<file path="config.mk">
export PLATFORM = sky130hd
export DESIGN_NAME = cron_next_fire_search_top
export DESIGN_NICKNAME = d
export VERILOG_FILES = /design/src/design/cnfs_pkg.sv /design/src/design/cnfs_csr.sv /design/src/design/cnfs_ctrl.sv /design/src/design/cnfs_dp.sv /design/src/design/cron_next_fire_search_top.sv
export SDC_FILE = /design/constraint.sdc
export NUM_CORES = 1
export LEC_CHECK = 0
export ABC_AREA = 1
export BUFFER_PORTS_ARGS = -buffer_cell sky130_fd_sc_hd__buf_2
export CORE_MARGIN = 2
export CORE_UTILIZATION = 54
export DETAILED_ROUTE_END_ITERATION = 6
export GPL_ROUTABILITY_DRIVEN = 0
export PLACE_DENSITY = 0.78
export REMOVE_ABC_BUFFERS = 1
export SYNTH_ARGS = -nofsm -noshare
export SYNTH_HDL_FRONTEND = slang
export SYNTH_HIERARCHICAL = 1
export SYNTH_SLANG_ARGS = --single-unit
</file>
<file path="constraint.sdc">
create_clock -name clock -period 5.7 [get_ports clock]
set_input_delay 0.57 -clock clock [delete_from_list [all_inputs] [get_ports clock]]
set_output_delay 0.57 -clock clock [all_outputs]
set_load 0.01 [all_outputs]
</file>
<file path="src/design/cnfs_pkg.sv">
// ----------------------------------------------------------------------------
// cnfs_pkg: shared types, constants and calendar helpers
// Holds the controller/datapath command and status words, the state type,
// register indexes and the small calendar tables used by the search.
// ----------------------------------------------------------------------------
package cnfs_pkg;

   localparam int unsigned STEP_LIMIT = 535680;
   localparam int unsigned STEP_W     = $clog2(STEP_LIMIT + 1);

   localparam logic [13:0] YEAR_MIN = 14'd1970;
   localparam logic [13:0] YEAR_MAX = 14'd9999;

   // year / 100 as (year * RECIP) >> RECIP_SHIFT, exact for any 14-bit year
   localparam logic [12:0] RECIP       = 13'd5243;
   localparam int unsigned RECIP_SHIFT = 19;

   localparam int unsigned CSR_ADDR_W = 6;
   localparam int unsigned CSR_DATA_W = 64;

   typedef enum logic [2:0] {
      CSR_MINUTE  = 3'd0,
      CSR_HOUR    = 3'd1,
      CSR_DAY     = 3'd2,
      CSR_MONTH   = 3'd3,
      CSR_WEEKDAY = 3'd4
   } csr_index_type;

   typedef enum logic [2:0] {
      ST_IDLE,
      ST_PREP,
      ST_CHECK,
      ST_SEARCH,
      ST_DELIVER
   } state_type;

   typedef struct packed {
      logic load;      // capture the start word
      logic prep;      // split the year into century and year of century
      logic check;     // validate start, latch start match, clear step count
      logic step;      // take one calendar skip
      logic finish;    // latch the search outcome
      logic found;     // outcome that goes with finish
      logic out_load;  // move the outcome into the result register
   } cmd_type;

   typedef struct packed {
      logic valid;     // start fields form a legal date and time
      logic hit;       // current position matches all masks
      logic ovf;       // the pending skip would leave year 9999
      logic limit;     // step budget spent
   } status_type;

   function automatic logic [4:0] month_days(input logic [3:0] mo, input logic leap);
      logic [4:0] d;
      case (mo)
         4'd1, 4'd3, 4'd5, 4'd7, 4'd8, 4'd10, 4'd12: d = 5'd31;
         4'd4, 4'd6, 4'd9, 4'd11:                   d = 5'd30;
         4'd2:                                      d = leap ? 5'd29 : 5'd28;
         default:                                   d = 5'd0;
      endcase
      return d;
   endfunction

   // reduce a value below 42 modulo 7 by repeated compare and subtract
   function automatic logic [2:0] mod7(input logic [5:0] v);
      logic [5:0] r;
      r = v;
      for (int i = 0; i < 5; i++) begin
         if (r >= 6'd7) begin
            r = r - 6'd7;
         end
      end
      return r[2:0];
   endfunction

endpackage

</file>
<file path="src/design/cnfs_csr.sv">
// ----------------------------------------------------------------------------
// cnfs_csr: schedule mask registers
// Five cron masks behind a 64-bit register port, all ones after reset.
// ----------------------------------------------------------------------------
module cnfs_csr
   import cnfs_pkg::*;
(
   input  logic                  clock,
   input  logic                  reset,
   input  logic                  csr_psel,
   input  logic                  csr_penable,
   input  logic                  csr_pwrite,
   input  logic [CSR_ADDR_W-1:0] csr_paddr,
   input  logic [CSR_DATA_W-1:0] csr_pwdata,
   output logic [CSR_DATA_W-1:0] csr_prdata,
   output logic                  csr_pready,
   output logic [59:0]           minute_mask,
   output logic [23:0]           hour_mask,
   output logic [30:0]           day_mask,
   output logic [11:0]           month_mask,
   output logic [6:0]            weekday_mask
);

   logic [59:0] minute_ff, minute_in;
   logic [23:0] hour_ff, hour_in;
   logic [30:0] day_ff, day_in;
   logic [11:0] month_ff, month_in;
   logic [6:0]  weekday_ff, weekday_in;
   logic        wr_en;
   logic [2:0]  index;

   assign csr_pready = 1'b1;
   assign wr_en      = csr_psel && csr_penable && csr_pwrite;
   assign index      = csr_paddr[5:3];

   always_comb begin
      minute_in  = minute_ff;
      hour_in    = hour_ff;
      day_in     = day_ff;
      month_in   = month_ff;
      weekday_in = weekday_ff;
      if (wr_en) begin
         unique case (index)
            CSR_MINUTE:  minute_in  = csr_pwdata[59:0];
            CSR_HOUR:    hour_in    = csr_pwdata[23:0];
            CSR_DAY:     day_in     = csr_pwdata[30:0];
            CSR_MONTH:   month_in   = csr_pwdata[11:0];
            CSR_WEEKDAY: weekday_in = csr_pwdata[6:0];
            default: ;
         endcase
      end
   end

   always_ff @(posedge clock) begin
      if (reset) begin
         minute_ff  <= '1;
         hour_ff    <= '1;
         day_ff     <= '1;
         month_ff   <= '1;
         weekday_ff <= '1;
      end else begin
         minute_ff  <= minute_in;
         hour_ff    <= hour_in;
         day_ff     <= day_in;
         month_ff   <= month_in;
         weekday_ff <= weekday_in;
      end
   end

   always_comb begin
      unique case (index)
         CSR_MINUTE:  csr_prdata = {4'd0, minute_ff};
         CSR_HOUR:    csr_prdata = {40'd0, hour_ff};
         CSR_DAY:     csr_prdata = {33'd0, day_ff};
         CSR_MONTH:   csr_prdata = {52'd0, month_ff};
         CSR_WEEKDAY: csr_prdata = {57'd0, weekday_ff};
         default:     csr_prdata = '0;
      endcase
   end

   assign minute_mask  = minute_ff;
   assign hour_mask    = hour_ff;
   assign day_mask     = day_ff;
   assign month_mask   = month_ff;
   assign weekday_mask = weekday_ff;

endmodule

</file>
<file path="src/design/cnfs_ctrl.sv">
// ----------------------------------------------------------------------------
// cnfs_ctrl: search sequencer
// Steps one item through prepare, check, search and delivery, and owns the
// result valid flag.
// ----------------------------------------------------------------------------
module cnfs_ctrl
   import cnfs_pkg::*;
(
   input  logic       clock,
   input  logic       reset,
   input  logic       req_tvalid,
   output logic       req_tready,
   output logic       rsp_tvalid,
   input  logic       rsp_tready,
   input  status_type status,
   output cmd_type    cmd
);

   state_type state_ff, state_in;
   logic      rsp_valid_ff, rsp_valid_in;
   logic      out_free;

   assign out_free = !rsp_valid_ff || rsp_tready;

   always_ff @(posedge clock) begin
      if (reset) begin
         state_ff     <= ST_IDLE;
         rsp_valid_ff <= 1'b0;
      end else begin
         state_ff     <= state_in;
         rsp_valid_ff <= rsp_valid_in;
      end
   end

   always_comb begin
      state_in   = state_ff;
      cmd        = '0;
      req_tready = 1'b0;
      unique case (state_ff)
         ST_IDLE: begin
            req_tready = 1'b1;
            if (req_tvalid) begin
               cmd.load = 1'b1;
               state_in = ST_PREP;
            end
         end
         ST_PREP: begin
            cmd.prep = 1'b1;
            state_in = ST_CHECK;
         end
         ST_CHECK: begin
            cmd.check = 1'b1;
            if (!status.valid) begin
               cmd.finish = 1'b1;
               state_in   = ST_DELIVER;
            end else begin
               state_in = ST_SEARCH;
            end
         end
         ST_SEARCH: begin
            if (status.limit) begin
               cmd.finish = 1'b1;
               state_in   = ST_DELIVER;
            end else if (status.hit) begin
               cmd.finish = 1'b1;
               cmd.found  = 1'b1;
               state_in   = ST_DELIVER;
            end else if (status.ovf) begin
               cmd.finish = 1'b1;
               state_in   = ST_DELIVER;
            end else begin
               cmd.step = 1'b1;
            end
         end
         ST_DELIVER: begin
            if (out_free) begin
               cmd.out_load = 1'b1;
               state_in     = ST_IDLE;
            end
         end
         default: state_in = ST_IDLE;
      endcase
   end

   always_comb begin
      rsp_valid_in = rsp_valid_ff;
      if (rsp_valid_ff && rsp_tready) begin
         rsp_valid_in = 1'b0;
      end
      if (cmd.out_load) begin
         rsp_valid_in = 1'b1;
      end
   end

   assign rsp_tvalid = rsp_valid_ff;

endmodule

</file>
<file path="src/design/cnfs_dp.sv">
// ----------------------------------------------------------------------------
// cnfs_dp: calendar datapath
// Holds the running calendar position, tests it against the masks and takes
// one skip per command. Also holds the step count and the result register.
// ----------------------------------------------------------------------------
module cnfs_dp
   import cnfs_pkg::*;
(
   input  logic        clock,
   input  cmd_type     cmd,
   output status_type  status,
   input  logic [13:0] start_year,
   input  logic [3:0]  start_month,
   input  logic [4:0]  start_day,
   input  logic [4:0]  start_hour,
   input  logic [5:0]  start_minute,
   input  logic [2:0]  start_weekday,
   input  logic [59:0] minute_mask,
   input  logic [23:0] hour_mask,
   input  logic [30:0] day_mask,
   input  logic [11:0] month_mask,
   input  logic [6:0]  weekday_mask,
   output logic        found,
   output logic        start_matches,
   output logic [13:0] next_year,
   output logic [3:0]  next_month,
   output logic [4:0]  next_day,
   output logic [4:0]  next_hour,
   output logic [5:0]  next_minute,
   output logic [2:0]  next_weekday
);

   logic [13:0]       yr_ff, yr_in;
   logic [3:0]        mo_ff, mo_in;
   logic [4:0]        day_ff, day_in;
   logic [4:0]        hr_ff, hr_in;
   logic [5:0]        mi_ff, mi_in;
   logic [2:0]        wd_ff, wd_in;
   logic [7:0]        cent_ff, cent_in;
   logic [6:0]        ymod_ff, ymod_in;
   logic [STEP_W-1:0] steps_ff, steps_in;
   logic              start_ok_ff, start_ok_in;
   logic              found_ff, found_in;
   logic [38:0]       out_ff, out_in;

   logic [26:0] cent_prod;
   logic [13:0] cent_x100;
   logic        leap;
   logic [4:0]  dim;
   logic [15:0] month_ext;
   logic [31:0] day_ext, hour_ext;
   logic [63:0] minute_ext;
   logic [7:0]  wd_ext;
   logic        mon_ok, dom_ok, dow_ok, day_ok, hr_ok, mi_ok;
   logic        k_month, k_day, k_hour, k_min;
   logic        carry_hour, carry_day, carry_month, carry_year;
   logic [5:0]  skip;
   logic        valid;

   // pad the masks so every index lands on a defined bit
   assign month_ext  = {4'd0, month_mask};
   assign day_ext    = {1'b0, day_mask};
   assign hour_ext   = {8'd0, hour_mask};
   assign minute_ext = {4'd0, minute_mask};
   assign wd_ext     = {1'b0, weekday_mask};

   assign cent_prod = 27'(start_year) * 27'(RECIP);
   assign cent_x100 = 14'({cent_ff, 6'd0}) + 14'({cent_ff, 5'd0}) + 14'({cent_ff, 2'd0});

   assign leap = (yr_ff[1:0] == 2'd0) && ((ymod_ff != 7'd0) || (cent_ff[1:0] == 2'd0));
   assign dim  = month_days(mo_ff, leap);

   assign mon_ok = month_ext[4'(mo_ff - 4'd1)];
   assign dom_ok = day_ext[5'(day_ff - 5'd1)];
   assign dow_ok = wd_ext[wd_ff];
   assign hr_ok  = hour_ext[hr_ff];
   assign mi_ok  = minute_ext[mi_ff];

   always_comb begin
      if (&day_mask && &weekday_mask) begin
         day_ok = 1'b1;
      end else if (&day_mask) begin
         day_ok = dow_ok;
      end else if (&weekday_mask) begin
         day_ok = dom_ok;
      end else begin
         day_ok = dom_ok || dow_ok;
      end
   end

   assign valid = (yr_ff >= YEAR_MIN) && (yr_ff <= YEAR_MAX) &&
                  (day_ff != 5'd0) && (day_ff <= dim) &&
                  (hr_ff <= 5'd23) && (mi_ff <= 6'd59) && (wd_ff <= 3'd6);

   // skip kind, first barred field wins
   assign k_month = !mon_ok;
   assign k_day   = mon_ok && !day_ok;
   assign k_hour  = mon_ok && day_ok && !hr_ok;
   assign k_min   = mon_ok && day_ok && hr_ok && !mi_ok;

   assign carry_hour  = k_min && (mi_ff == 6'd59);
   assign carry_day   = k_day || ((k_hour || carry_hour) && (hr_ff == 5'd23));
   assign carry_month = k_month || (carry_day && (day_ff == dim));
   assign carry_year  = carry_month && (mo_ff == 4'd12);

   assign skip = 6'({1'b0, dim} - {1'b0, day_ff} + 6'd1);

   assign status.valid = valid;
   assign status.hit   = mon_ok && day_ok && hr_ok && mi_ok;
   assign status.ovf   = carry_year && (yr_ff >= YEAR_MAX);
   assign status.limit = (steps_ff == STEP_W'(STEP_LIMIT));

   always_comb begin
      yr_in       = yr_ff;
      mo_in       = mo_ff;
      day_in      = day_ff;
      hr_in       = hr_ff;
      mi_in       = mi_ff;
      wd_in       = wd_ff;
      cent_in     = cent_ff;
      ymod_in     = ymod_ff;
      steps_in    = steps_ff;
      start_ok_in = start_ok_ff;
      found_in    = found_ff;
      out_in      = out_ff;

      if (cmd.load) begin
         yr_in   = start_year;
         mo_in   = start_month;
         day_in  = start_day;
         hr_in   = start_hour;
         mi_in   = start_minute;
         wd_in   = start_weekday;
         cent_in = cent_prod[RECIP_SHIFT +: 8];
      end

      if (cmd.prep) begin
         ymod_in = 7'(yr_ff - cent_x100);
      end

      if (cmd.check) begin
         start_ok_in = valid && status.hit;
         steps_in    = '0;
      end

      if (cmd.step) begin
         steps_in = STEP_W'(steps_ff + 1'b1);

         if (k_min && !carry_hour) begin
            mi_in = 6'(mi_ff + 6'd1);
         end else begin
            mi_in = '0;
         end

         if (k_month || carry_day) begin
            hr_in = '0;
         end else if (k_hour || carry_hour) begin
            hr_in = 5'(hr_ff + 5'd1);
         end

         if (carry_month) begin
            day_in = 5'd1;
         end else if (carry_day) begin
            day_in = 5'(day_ff + 5'd1);
         end

         if (k_month) begin
            wd_in = mod7(6'({3'd0, wd_ff} + skip));
         end else if (carry_day) begin
            wd_in = (wd_ff == 3'd6) ? 3'd0 : 3'(wd_ff + 3'd1);
         end

         if (carry_year) begin
            mo_in = 4'd1;
            yr_in = 14'(yr_ff + 14'd1);
            if (ymod_ff == 7'd99) begin
               ymod_in = '0;
               cent_in = 8'(cent_ff + 8'd1);
            end else begin
               ymod_in = 7'(ymod_ff + 7'd1);
            end
         end else if (carry_month) begin
            mo_in = 4'(mo_ff + 4'd1);
         end
      end

      if (cmd.finish) begin
         found_in = cmd.found;
      end

      if (cmd.out_load) begin
         if (found_ff) begin
            out_in = {wd_ff, mi_ff, hr_ff, day_ff, mo_ff, yr_ff, start_ok_ff, 1'b1};
         end else begin
            out_in = {37'd0, start_ok_ff, 1'b0};
         end
      end
   end

   always_ff @(posedge clock) begin
      yr_ff       <= yr_in;
      mo_ff       <= mo_in;
      day_ff      <= day_in;
      hr_ff       <= hr_in;
      mi_ff       <= mi_in;
      wd_ff       <= wd_in;
      cent_ff     <= cent_in;
      ymod_ff     <= ymod_in;
      steps_ff    <= steps_in;
      start_ok_ff <= start_ok_in;
      found_ff    <= found_in;
      out_ff      <= out_in;
   end

   assign found         = out_ff[0];
   assign start_matches = out_ff[1];
   assign next_year     = out_ff[15:2];
   assign next_month    = out_ff[19:16];
   assign next_day      = out_ff[24:20];
   assign next_hour     = out_ff[29:25];
   assign next_minute   = out_ff[35:30];
   assign next_weekday  = out_ff[38:36];

endmodule

</file>
<file path="src/design/cron_next_fire_search_top.sv">
// ----------------------------------------------------------------------------
// cron_next_fire_search_top: next cron fire time search
// Takes a start minute as calendar fields and walks forward, one calendar
// skip per cycle, to the first minute allowed by five cron masks.
// ----------------------------------------------------------------------------
//
//  Channel  Dir  Handshake            Word
//  req      in   tvalid/tready        start year, month, day, hour, minute, weekday
//  rsp      out  tvalid/tready        found, start match, next calendar fields
//  csr      in   psel/penable/pready  64-bit mask registers at 8*index
//
//  A word that is taken passes through prepare, check, n calendar skips plus
//  the final test, and deliver; an illegal start goes from check straight to
//  deliver. n is at most 535680. The engine then returns to idle, where the
//  next word is taken. Reset is synchronous; masks come back all ones.
//  The result register frees the engine: a new word is taken while the last
//  result still waits, and the engine holds only when a second one is ready.
//
module cron_next_fire_search_top
   import cnfs_pkg::*;
(
   input  logic                  clock,
   input  logic                  reset,

   input  logic                  req_tvalid,
   output logic                  req_tready,
   // [13:0] start_year, [17:14] start_month, [22:18] start_day,
   // [27:23] start_hour, [33:28] start_minute, [36:34] start_weekday
   input  logic [39:0]           req_tdata,

   output logic                  rsp_tvalid,
   input  logic                  rsp_tready,
   // [0] found, [1] start_matches, [15:2] next_year, [19:16] next_month,
   // [24:20] next_day, [29:25] next_hour, [35:30] next_minute,
   // [38:36] next_weekday
   output logic [39:0]           rsp_tdata,

   input  logic                  csr_psel,
   input  logic                  csr_penable,
   input  logic                  csr_pwrite,
   input  logic [CSR_ADDR_W-1:0] csr_paddr,
   input  logic [CSR_DATA_W-1:0] csr_pwdata,
   output logic [CSR_DATA_W-1:0] csr_prdata,
   output logic                  csr_pready
);

   logic [59:0] minute_mask;
   logic [23:0] hour_mask;
   logic [30:0] day_mask;
   logic [11:0] month_mask;
   logic [6:0]  weekday_mask;

   cmd_type    cmd;
   status_type status;

   logic        found;
   logic        start_matches;
   logic [13:0] next_year;
   logic [3:0]  next_month;
   logic [4:0]  next_day;
   logic [4:0]  next_hour;
   logic [5:0]  next_minute;
   logic [2:0]  next_weekday;

   // mask registers
   cnfs_csr u_csr (
      .clock        (clock),
      .reset        (reset),
      .csr_psel     (csr_psel),
      .csr_penable  (csr_penable),
      .csr_pwrite   (csr_pwrite),
      .csr_paddr    (csr_paddr),
      .csr_pwdata   (csr_pwdata),
      .csr_prdata   (csr_prdata),
      .csr_pready   (csr_pready),
      .minute_mask  (minute_mask),
      .hour_mask    (hour_mask),
      .day_mask     (day_mask),
      .month_mask   (month_mask),
      .weekday_mask (weekday_mask)
   );

   // sequence prepare, check, search and delivery
   cnfs_ctrl u_ctrl (
      .clock      (clock),
      .reset      (reset),
      .req_tvalid (req_tvalid),
      .req_tready (req_tready),
      .rsp_tvalid (rsp_tvalid),
      .rsp_tready (rsp_tready),
      .status     (status),
      .cmd        (cmd)
   );

   // calendar position, skip logic and result register
   cnfs_dp u_dp (
      .clock         (clock),
      .cmd           (cmd),
      .status        (status),
      .start_year    (req_tdata[13:0]),
      .start_month   (req_tdata[17:14]),
      .start_day     (req_tdata[22:18]),
      .start_hour    (req_tdata[27:23]),
      .start_minute  (req_tdata[33:28]),
      .start_weekday (req_tdata[36:34]),
      .minute_mask   (minute_mask),
      .hour_mask     (hour_mask),
      .day_mask      (day_mask),
      .month_mask    (month_mask),
      .weekday_mask  (weekday_mask),
      .found         (found),
      .start_matches (start_matches),
      .next_year     (next_year),
      .next_month    (next_month),
      .next_day      (next_day),
      .next_hour     (next_hour),
      .next_minute   (next_minute),
      .next_weekday  (next_weekday)
   );

   // pack the result word, lowest field first, pad to whole bytes
   assign rsp_tdata = {1'b0, next_weekday, next_minute, next_hour, next_day,
                       next_month, next_year, start_matches, found};

endmodule

</file>
==> metrics.cfg, run 1 <==
[detailed_routing]
post_drt_wl_per_cell_um = 16.58
drt_first_pass_iters = 5
drc = 0
routed_wl_mm = 52.04
drt_iter0_markers = 1768
via_per_inst = 5.644
vias = 17710
drtAntennaViolNets = 0

[yosys]
ys_types = 56
netlist_instances = 2484
synth_compound_area_share_pct = 11.95
ys.flop_type = dfxtp_1
synthArstFlopShare_pct = 0
synthSimpleGateAreaFrac_pct = 27.73
synth_top_area_cell = dfxtp_1
yosys-top-cells-area = dfxtp_1 20%, nand2_1 12%, edfxtp_1 11%, ha_1 9.2%, inv_1 7.3%
synth_edf_count = 67
synth_seq_cells = 248
ys_warn_count = 6
muxShareOfSynthArea_pct = 0.05549
synth_top_family_by_area = simple AND/OR/NAND/NOR gates
netlist.area_leader.share_pct = 20.09
synthXorXnorAreaFrac_pct = 1.880
ys_seq_area_share_pct = 31.24
netlist_area_um2 = 18040
avgSynthCellArea_um2 = 7.261
synth_adder_area_share_pct = 16.37

[place]
dpl-instance-area_um2 = 19490
dp_hpwl_mm = 37.80
portBuffers = 207

[critical_path]
worstPathRequired_ps = 6140
r2r_slack_ps = 210
worstPathMaxFanout = 5
cp-startpoint = u_dp/mo_ff[1]$_DFF_P_
cp-endpoint = u_dp/wd_ff[0]$_DFF_P_
startpoint_type = flip-flop
reg2reg_depth = 41
crit_slowest_cell = fa_1
critical_path.max_stage_delay_ps = 520
path_class = reg -> reg
timing.rr.end = u_dp/wd_ff[0]$_DFF_P_
critPathCaptureType = flip-flop
cp.arrival_ps = 5930
path_common_cell = nand2_1
r2r_start = u_dp/mo_ff[1]$_DFF_P_

[global_route]
grt_max_degree = 80
grt_overflow = 0
grt_pass1_wl_mm = 83.60
antenna_found_initial = 5
grt.total_usage_pct = 28.86
grt_pass1_vias = 16790

[clocking]
cts.sinks = 248
cts-root-buf = clkbuf_16
clk_pin_slew_ps = 60
clock_latency_ps = 570
cts_tree = built
htree_levels = 1
cts_buffers = 28
cts_buffer_depth = 3
cts_hold_buf = 0

[die]
rows = 66
ioPinCount = 224
fp.dieW_um = 186.8
dieArea_um2 = 34880
start_util_pct = 55.16
core_um2 = 32700
die_h_um = 186.8

[flow_run]
max_cap_viol_count = 0

[hold_path]
hold_class = in -> reg

[finish]
drive_gt1_share_pct = 15.80
final_nets = 2984
area_growth_pct = 14.57
design_area_um2 = 20660

[timing]
clock_skew_ps = 33.24
period_minus_slack_ps = 5487
setup_viol = 0
relSlewSlack_pct = 19.66
slew_violations = 0
finalCritPeriodShare_pct = 96.26
hold_viol_final = 0
timing.fmax_mhz = 182.2
tightest_slew_ps = 1202
rsz0062_at_grt = true

[status]
outcome = complete, no violations

==> through the flow <==
step           utilization (%)  std cells  setup TNS [ps]  setup slack (ps)  hold slack (ps)
6_report                 63.19       3138               0             212.9            213.9
5_1_grt                  63.18       3137          -349.5            -141.2            214.3
4_1_cts                  62.64       3127               0             26.99            196.0
3_5_place_dp             59.62       3075          -548.0            -225.8            460.8
3_3_place_gp             59.62       3075               0             31.87            462.1
2_1_floorplan                -       2372           -1121            -449.2            400.3
==> sequential cells by signal (all words and copies together) (netlist names), 5 cells and up <==
name / count
u_dp/mi_ff: 6
u_dp/steps_ff: 20
u_csr/weekday_mask: 7
u_dp/hr_ff: 5
u_dp/yr_ff: 14
u_csr/minute_mask: 60
u_dp/day_ff: 5
u_dp/cent_ff: 5
u_csr/day_mask: 31
u_csr/month_mask: 12
u_dp/ymod_ff: 7
u_dp/out_ff: 39
u_csr/hour_mask: 24
==> Yosys cell counts, types with 4 or more instances <==
library cell,n
nor2_2,6
dfxtp_1,181
nand4_1,32
o221ai_1,18
o21ai_0,212
nand2_2,14
clkbuf_1,68
nor4_1,9
or2_2,4
fa_1,65
nand2_1,590
xnor2_1,11
edfxtp_1,67
a32o_1,5
a31oi_1,19
nor3_1,19
nor2_4,7
ha_1,132
nand3_2,11
xor2_1,24
o22ai_1,23
buf_4,21
buf_2,22
inv_1,349
nand3_1,238
inv_2,13
nor2_1,197
a21oi_1,54
o21ai_1,5
o211ai_1,19
==> cell usage in the layout, fill, tap and decap left out, types with 65 or more instances in the layout <==
cell      synthesis  routed
edfxtp_1         67      67
fa_1             65      65
nand3_1         238     234
o21ai_0         212     212
ha_1            132     123
nor2_1          197     191
buf_2            22     207
dfxtp_1         181     179
nand2_1         590     583
inv_1           349     345
==> area by class of cell <==
type                       count  area [µm²]
fill                        2890       12040
multi-input combinational   1759       10650
sequential                   248        5643
timing repair buffer         268        1494
inverter                     365        1374
clock buffer                  41       840.8
tap                          442       553.0
clock inverter                 9       100.1
antenna                        6       15.01
==> timing repair <==
| item | in CTS | in global routing |
|---|---|---|
| setup endpoints to repair | 3 | 3 |
| buffers inserted | 2 | 5 |
| resized for setup | 12 | 33 |
| pin swaps | 3 | 17 |
==> worst min-delay path by stage <==
stage | startpoint | end | cells past startpoint
after detailed placement | u_dp/start_ok_ff$_DFFE_PP_ | u_dp/out_ff[1]$_DFFE_PP_ | 0
after CTS | csr_pwdata[46] | u_csr/minute_mask[46]$_SDFFE_PP1P_ | 3
after floorplan | u_dp/start_ok_ff$_DFFE_PP_ | u_dp/out_ff[1]$_DFFE_PP_ | 0
final | csr_pwdata[39] | u_csr/minute_mask[39]$_SDFFE_PP1P_ | 3
after global routing | csr_pwdata[40] | u_csr/minute_mask[40]$_SDFFE_PP1P_ | 3
after global placement | u_csr/hour_mask[7]$_SDFFE_PP1P_ | u_csr/hour_mask[7]$_SDFFE_PP1P_ | 2
==> worst max-delay path: cells and delay by family (launching register included) <==
family	cells	cell delay (ps)
simple gates	26	2410
buf+inv	7	730
flops	1	380
xor+xnor	2	360
fa+ha+maj	6	1520
==> logic make-up after synthesis <==
family	count (synthesis)
compound gates	377
buf+inv	480
flops	248
fa+ha+maj	197
xor+xnor	37
simple gates	1141
other cells	3
mux	1
==> per-layer routing <==
metal | up-vias | share of wire [%] | track usage [%]
met1 | 8334 | 42 | 38.46
met5 | - | 0 | 0
li1 | 8458 | - | -
met4 | 0 | 3.7 | 10.71
met3 | 132 | 8.1 | 4.326
met2 | 786 | 46 | 47.58
Power of run 1 is not shown: default switching activity piles up to over one toggle a cycle in this logic, so the estimate is an artifact.
==> inputs of run 2 (changes only) <==
BUFFER_PORTS_ARGS = unset   (was -buffer_cell sky130_fd_sc_hd__buf_2)
CORE_UTILIZATION = 59   (was 54)
DONT_BUFFER_PORTS = 1   (was unset)
==> run 2 against run 1 <==
Die area down 8.3%. Critical path depth up 1. Critical path type unchanged. Clock-buffer cell count down 4. Hold slack worse by 140 ps. Register-to-register slack better by 70 ps. Final cell count down 7.9%. Critical endpoint unchanged.
==> metrics.cfg, run 2 (synthesis results as in run 1) <==
[timing]
tightest_slew_ps = 1229  ; +26.64 ps
finalCritPeriodShare_pct = 95.11  ; -1.2 points
setup_viol = 0  ; unchanged
slew_violations = 0  ; unchanged
relSlewSlack_pct = 17.88  ; -1.8 points
period_minus_slack_ps = 5421  ; -65.74 ps
rsz0062_at_grt = true
setup_tns_ps = 0  ; unchanged
hold_viol_final = 0  ; unchanged
timing.fmax_mhz = 184.5  ; +1.2%
clock_skew_ps = 15.08  ; -18.16 ps
hold_ws_ps = 74.81  ; -139.1 ps

[die]
fp.dieW_um = 178.8  ; -4.2%
rows = 64  ; -3.0%
die_h_um = 178.8  ; -4.2%
dieArea_um2 = 31990  ; -8.3%
ioPinCount = 224  ; unchanged
start_util_pct = 59.43  ; +4.3 points
core_um2 = 30350  ; -7.2%

[detailed_routing]
drt_first_pass_iters = 6  ; +1
routed_wl_mm = 50.93  ; -2.1%
drt-met1-wl_mm = 20.38  ; -6.5%
drt_iter0_markers = 1741  ; -1.5%
post_drt_wl_per_cell_um = 17.62  ; +6.2%
via_per_inst = 5.822  ; +3.2%
top_layer = met5
route.met3.wl_mm = 4.992  ; +18%
wl_met2_mm = 23.62  ; -2.0%
drtAntennaViolNets = 0  ; unchanged
drc = 0  ; unchanged
vias = 16830  ; -5.0%

[clocking]
cts_buffer_depth = 3  ; unchanged
clk_pin_slew_ps = 60  ; about the same
clock_latency_ps = 560  ; about the same
cts.sinks = 248  ; unchanged
cts_tree = built
cts-root-buf = clkbuf_16
cts_buffers = 29  ; +3.6%
htree_levels = 1  ; unchanged

[place]
portBuffers = 0  ; -100%
placed_cells = 2820  ; -8.3%
dp_hpwl_mm = 36.22  ; -4.2%

[global_route]
grt_pass1_wl_mm = 78.92  ; -5.6%
antenna_found_initial = 3  ; -2
grt_max_degree = 98  ; +23%
grt.total_usage_pct = 30.61  ; +1.7 points
grt_pass1_vias = 15480  ; -7.8%
grt_overflow = 0  ; unchanged

[status]
outcome = complete, no violations

[finish]
area_growth_pct = 10.15
final_cell_mix = 577 x nand2_1, 343 x inv_1, 236 x nand3_1
fin_util_pct = 65.46  ; +2.3 points
final_nets = 2784  ; -6.7%
instances_no_fill = 2891  ; -7.9%
nFillCells = 2561  ; -11%
largest_register_ffs = 60  ; unchanged
drive_gt1_share_pct = 9.467  ; -6.3 points
layout_commonest_cell = nand2_1

[hold_path]
hold_depth = 1  ; -2
min_from = reset
hold_path_end = u_ctrl/state_ff[1]$_SDFFE_PP0P_
hold_class = in -> reg

[flow_run]
max_cap_viol_count = 0  ; unchanged

[critical_path]
path_common_cell = nand2_1
r2r_start = u_dp/mo_ff[0]$_DFF_P_
timing.rr.end = u_dp/wd_ff[0]$_DFF_P_
crit_slowest_cell = fa_2
reg2reg_depth = 42  ; +2.4%
path_class = reg -> reg
worstPathRequired_ps = 6160  ; +20 ps
r2r_slack_ps = 280  ; +70 ps
worstPathMaxFanout = 4  ; -1
critical_path.max_stage_delay_ps = 560  ; +40 ps
critPathCaptureType = flip-flop
startpoint_type = flip-flop
cp.arrival_ps = 5880  ; -50 ps

## run 2: repair_timing
item                                    4_1_cts  5_1_grt
endpoints found under the setup margin        3       27
hold buffers                                  0        0
pin swaps                                     6       32
endpoints found under the hold margin         0        0
gates resized for setup                      11       55
setup buffers                                 3       11
cloned                                        0        1
## run 2: area by class of cell
class                   count  area (µm²)  area share, %
diodes                      2       5.005        0.02519
clock buffers              37       795.8          4.005
clock inverters            17       314.1          1.581
inverters                 365        1381          6.953
multi-input cells        1760       10740          54.04
flip-flops and latches    248        5640          28.39
well taps                 396       495.5          2.494
repair buffers             66       499.2          2.513
## run 2: stage by stage
step | setup WS (ps) | cell area (µm²)
6_report | 278.7 | 19870
5_1_grt | -84.93 | 19870
4_1_cts | 2.873 | 19570
3_5_place_dp | -268.3 | 18390
3_3_place_gp | 47.43 | 18390
2_1_floorplan | -449.2 | 17490
## run 2: worst max path at each step
| stage | startpoint | end | slack [ps] | depth (start not counted) |
|---|---|---|---|---|
| 2_1_floorplan | u_dp/mo_ff[0]$_DFF_P_ | u_dp/wd_ff[0]$_DFF_P_ | -450 | 42 |
| 3_3_place_gp | u_dp/mo_ff[0]$_DFF_P_ | u_dp/wd_ff[0]$_DFF_P_ | 50 | 44 |
| 3_5_place_dp | u_dp/mo_ff[0]$_DFF_P_ | u_dp/wd_ff[0]$_DFF_P_ | -270 | 42 |
| 4_1_cts | u_dp/mo_ff[0]$_DFF_P_ | u_dp/wd_ff[0]$_DFF_P_ | 3 | 45 |
| 5_1_grt | u_dp/mo_ff[0]$_DFF_P_ | u_dp/wd_ff[0]$_DFF_P_ | -80 | 42 |
| 6_report | u_dp/mo_ff[0]$_DFF_P_ | u_dp/wd_ff[0]$_DFF_P_ | 280 | 42 |
## run 2: worst max-delay path, delay by kind of cell (launching register included)
kind / cells / cell delay, ps
compound gates: 4 / 530
flops: 1 / 360
fa+ha+maj: 6 / 1510
simple gates: 24 / 1980
buf+inv: 7 / 680
xor+xnor: 1 / 250
## run 2: per-layer routing
metal  vias to the layer above  global-route usage, %
li1                       8064                      -
met1                      7833                  40.09
met2                       792                  49.57
met3                       139                  6.595
met4                         2                  11.45
met5                         -                      0
Power of run 2 is left out for the same reason.
==> inputs of run 3 (changes only) <==
CTS_CLUSTER_DIAMETER = 50   (was unset)
SYNTH_HIERARCHICAL = unset   (was 1)
==> run 3 against run 2 <==
The flow now finishes with violations (DRC). Wire length down 2.9%. Hold slack worse by 10 ps. Clock-buffer cell count did not move. Highest routed layer unchanged. Maximum frequency is 2.0% lower. Worst setup slack got worse by 110 ps.
==> metrics.cfg, run 3 <==
[yosys]
synth_edf_count = 67  ; unchanged
synthArstFlopShare_pct = 0  ; unchanged
ys_seq_area_share_pct = 32.10  ; +0.85 points
synth_seq_cells = 248  ; unchanged
synth_common_cells = 495 x nand2_1, 390 x inv_1, 182 x o21ai_0
netlist.area_leader.share_pct = 20.64  ; +0.55 points
yosys-top-cells-area = dfxtp_1 21%, edfxtp_1 11%, nand2_1 11%, ha_1 9.5%, inv_1 8.3%
ys.flop_type = dfxtp_1
avgSynthCellArea_um2 = 7.490  ; +3.1%
netlist_instances = 2344  ; -5.6%
yosys.cell_count.top_type = nand2_1
netlist_area_um2 = 17560  ; -2.7%
synth_top_area_cell = dfxtp_1
ys_types = 60  ; +7.1%
ys_warn_count = 0  ; -6

[timing]
period_minus_slack_ps = 5529  ; +108.0 ps
tightest_slew_ps = 1225  ; -3.838 ps
timing.fmax_mhz = 180.9  ; -2.0%
setup_viol = 0  ; unchanged
rsz0062_at_grt = true
slew_violations = 0  ; unchanged
hold_viol_final = 0  ; unchanged
finalCritPeriodShare_pct = 97.00  ; +1.9 points
clock_skew_ps = 41.78  ; +26.71 ps
relSlewSlack_pct = 18.14  ; +0.26 points

[critical_path]
crit_buf_inv = 5  ; -2
timing.rr.end = u_dp.wd_ff[0]$_DFF_P_
cp-endpoint = u_dp.wd_ff[0]$_DFF_P_
crit_slowest_cell = fa_1
path_depth = 44  ; +4.8%
path_common_cell = nand2_2
cp-startpoint = u_dp.mo_ff[1]$_DFF_P_
path_class = reg -> reg
r2r_start = u_dp.mo_ff[1]$_DFF_P_
critical_path.max_stage_delay_ps = 530  ; -30 ps
reg2reg_depth = 44  ; +4.8%
critPathCaptureType = flip-flop
worstPathMaxFanout = 5  ; +1
cp_top_family = simple AND/OR/NAND/NOR gates
cp.arrival_ps = 6040  ; +160 ps
startpoint_type = flip-flop
r2r_slack_ps = 170  ; -110 ps
worstPathRequired_ps = 6210  ; +50 ps

[global_route]
grt_max_degree = 69  ; -30%
grt_pass1_wl_mm = 77.69  ; -1.6%
antenna_found_initial = 10  ; +7
grt.total_usage_pct = 30.75  ; +0.15 points
grt_overflow = 0  ; unchanged
grt_pass1_vias = 15330  ; -0.93%

[detailed_routing]
post_drt_wl_per_cell_um = 17.86  ; +1.4%
vias = 16140  ; -4.1%
drtAntennaViolNets = 0  ; unchanged
routed_wl_mm = 49.45  ; -2.9%
drt_first_pass_iters = 7  ; +1
drt_iter0_markers = 1466  ; -16%
via_per_inst = 5.832  ; +0.18%
drc = 1  ; +1

[finish]
final_cell_mix = 476 x nand2_1, 381 x inv_1, 181 x o21ai_0
regArea_um2 = 5640  ; unchanged
area_growth_pct = 11.31
largest_register_ffs = 60  ; unchanged
multi_input_area_um2 = 10310  ; -4.0%
fin_util_pct = 66.29  ; +0.82 points
drive_gt1_share_pct = 10.16  ; +0.69 points
nFillCells = 2471  ; -3.5%
final_nets = 2666  ; -4.2%
layout_commonest_cell = nand2_1

[die]
rows = 63  ; -1.6%
start_util_pct = 59.55  ; +0.12 points
ioPinCount = 224  ; unchanged
fp.dieW_um = 176.5  ; -1.3%
die_h_um = 176.5  ; -1.3%
dieArea_um2 = 31150  ; -2.6%
core_um2 = 29480  ; -2.9%

[status]
outcome = finished, violations left
failed_checks = DRC

[clocking]
clk_pin_slew_ps = 60  ; about the same
htree_levels = 1  ; unchanged
cts.sinks = 248  ; unchanged
cts_buffer_depth = 3  ; unchanged
cts_tree = built
cts-root-buf = clkbuf_16
cts_hold_buf = 0  ; unchanged
cts_buffers = 30  ; +3.4%
clock_latency_ps = 590  ; +30 ps

[hold_path]
hold_class = in -> reg

[flow_run]
max_cap_viol_count = 0  ; unchanged

[place]
dp_hpwl_mm = 35.59  ; -1.7%
portBuffers = 0  ; unchanged

## run 3: cell count changes in the layout (fill, tap and decap cells not counted), sizes merged, moves of 8 or more
cell    delta
nand2     -96
nor3      +11
a21oi     +78
xor2       +8
o22ai     -19
o21ai     -27
buf        +9
o211ai    +45
nor2      -74
inv       +35
a31oi     -13
nand3     -95
xnor2      +8
## run 3: how the worst min path moves through the flow
stage                                     startpoint  depth (start not counted)                              to
after floorplan           u_dp.start_ok_ff$_DFFE_PN_                          0        u_dp.out_ff[1]$_DFFE_PP_
after global placement    u_dp.start_ok_ff$_DFFE_PN_                          0        u_dp.out_ff[1]$_DFFE_PP_
after detailed placement  u_dp.start_ok_ff$_DFFE_PN_                          0        u_dp.out_ff[1]$_DFFE_PP_
after CTS                                      reset                          1  u_ctrl.rsp_tvalid$_SDFFE_PP0P_
after global routing                           reset                          1  u_ctrl.rsp_tvalid$_SDFFE_PP0P_
final                                          reset                          1  u_ctrl.rsp_tvalid$_SDFFE_PP0P_
## run 3: final cells by class
| type | count | area share, % |
|---|---|---|
| clock inverter | 17 | 1.108 |
| sequential | 248 | 28.86 |
| inverter | 399 | 7.702 |
| multi-input combinational | 1596 | 52.77 |
| clock buffer | 37 | 4.085 |
| tap | 390 | 2.497 |
| antenna | 6 | 0.07683 |
| timing repair buffer | 75 | 2.900 |
## run 3: layer usage
metal | routed length, µm | GRT usage (%) | share of wire [%]
met5 | 51 | 0 | 0.10
met1 | 19680 | 39.67 | 40
met4 | 2033 | 11.91 | 4.1
met2 | 22700 | 49.53 | 46
met3 | 4983 | 7.903 | 10
## run 3: timing repair
action / CTS / global route
pin swaps: 0 / 27
endpoints found under the setup margin: 3 / 3
gates resized for setup: 12 / 69
setup buffers: 0 / 10
hold endpoints to repair: 0 / 0
## run 3: worst reg2reg max path, delay by kind of cell (launching register included)
family | cells | cell delay (ps)
DFF | 1 | 320
and+or+nand+nor | 30 | 2870
adders and majority gates | 7 | 1730
buffers and inverters | 5 | 400
AOI/OAI and AO/OA | 2 | 180
## run 3: logic make-up (layout without fill, tap and decap cells)
group | count (synthesis) | after routing | share of synthesized area [%]
other | 2 | 12 | 0.04278
adder cells (fa/ha/maj) | 199 | 199 | 16.96
AND/OR/NAND/NOR | 884 | 884 | 21.88
XOR/XNOR | 53 | 53 | 2.687
buffers and inverters | 504 | 528 | 11.24
AO/OA/AOI/OAI | 454 | 454 | 15.09
flip-flops | 248 | 248 | 32.10
## run 3: per-stage QoR
stage	worst slack (ps)	cells	setup TNS, ps	hold WS, ps	cell area, µm²
final	170.7	2768	0	64.81	19540
after global routing	-198.0	2765	-561.6	38.77	19540
after CTS	2.374	2752	0	39.47	19160
after detailed placement	-409.8	2698	-1192	449.5	18100
after global placement	-10.67	2698	-12.32	430.0	18100
after floorplan	-221.5	2243	-659.9	400.3	17100
Power of run 3 is left out for the same reason.
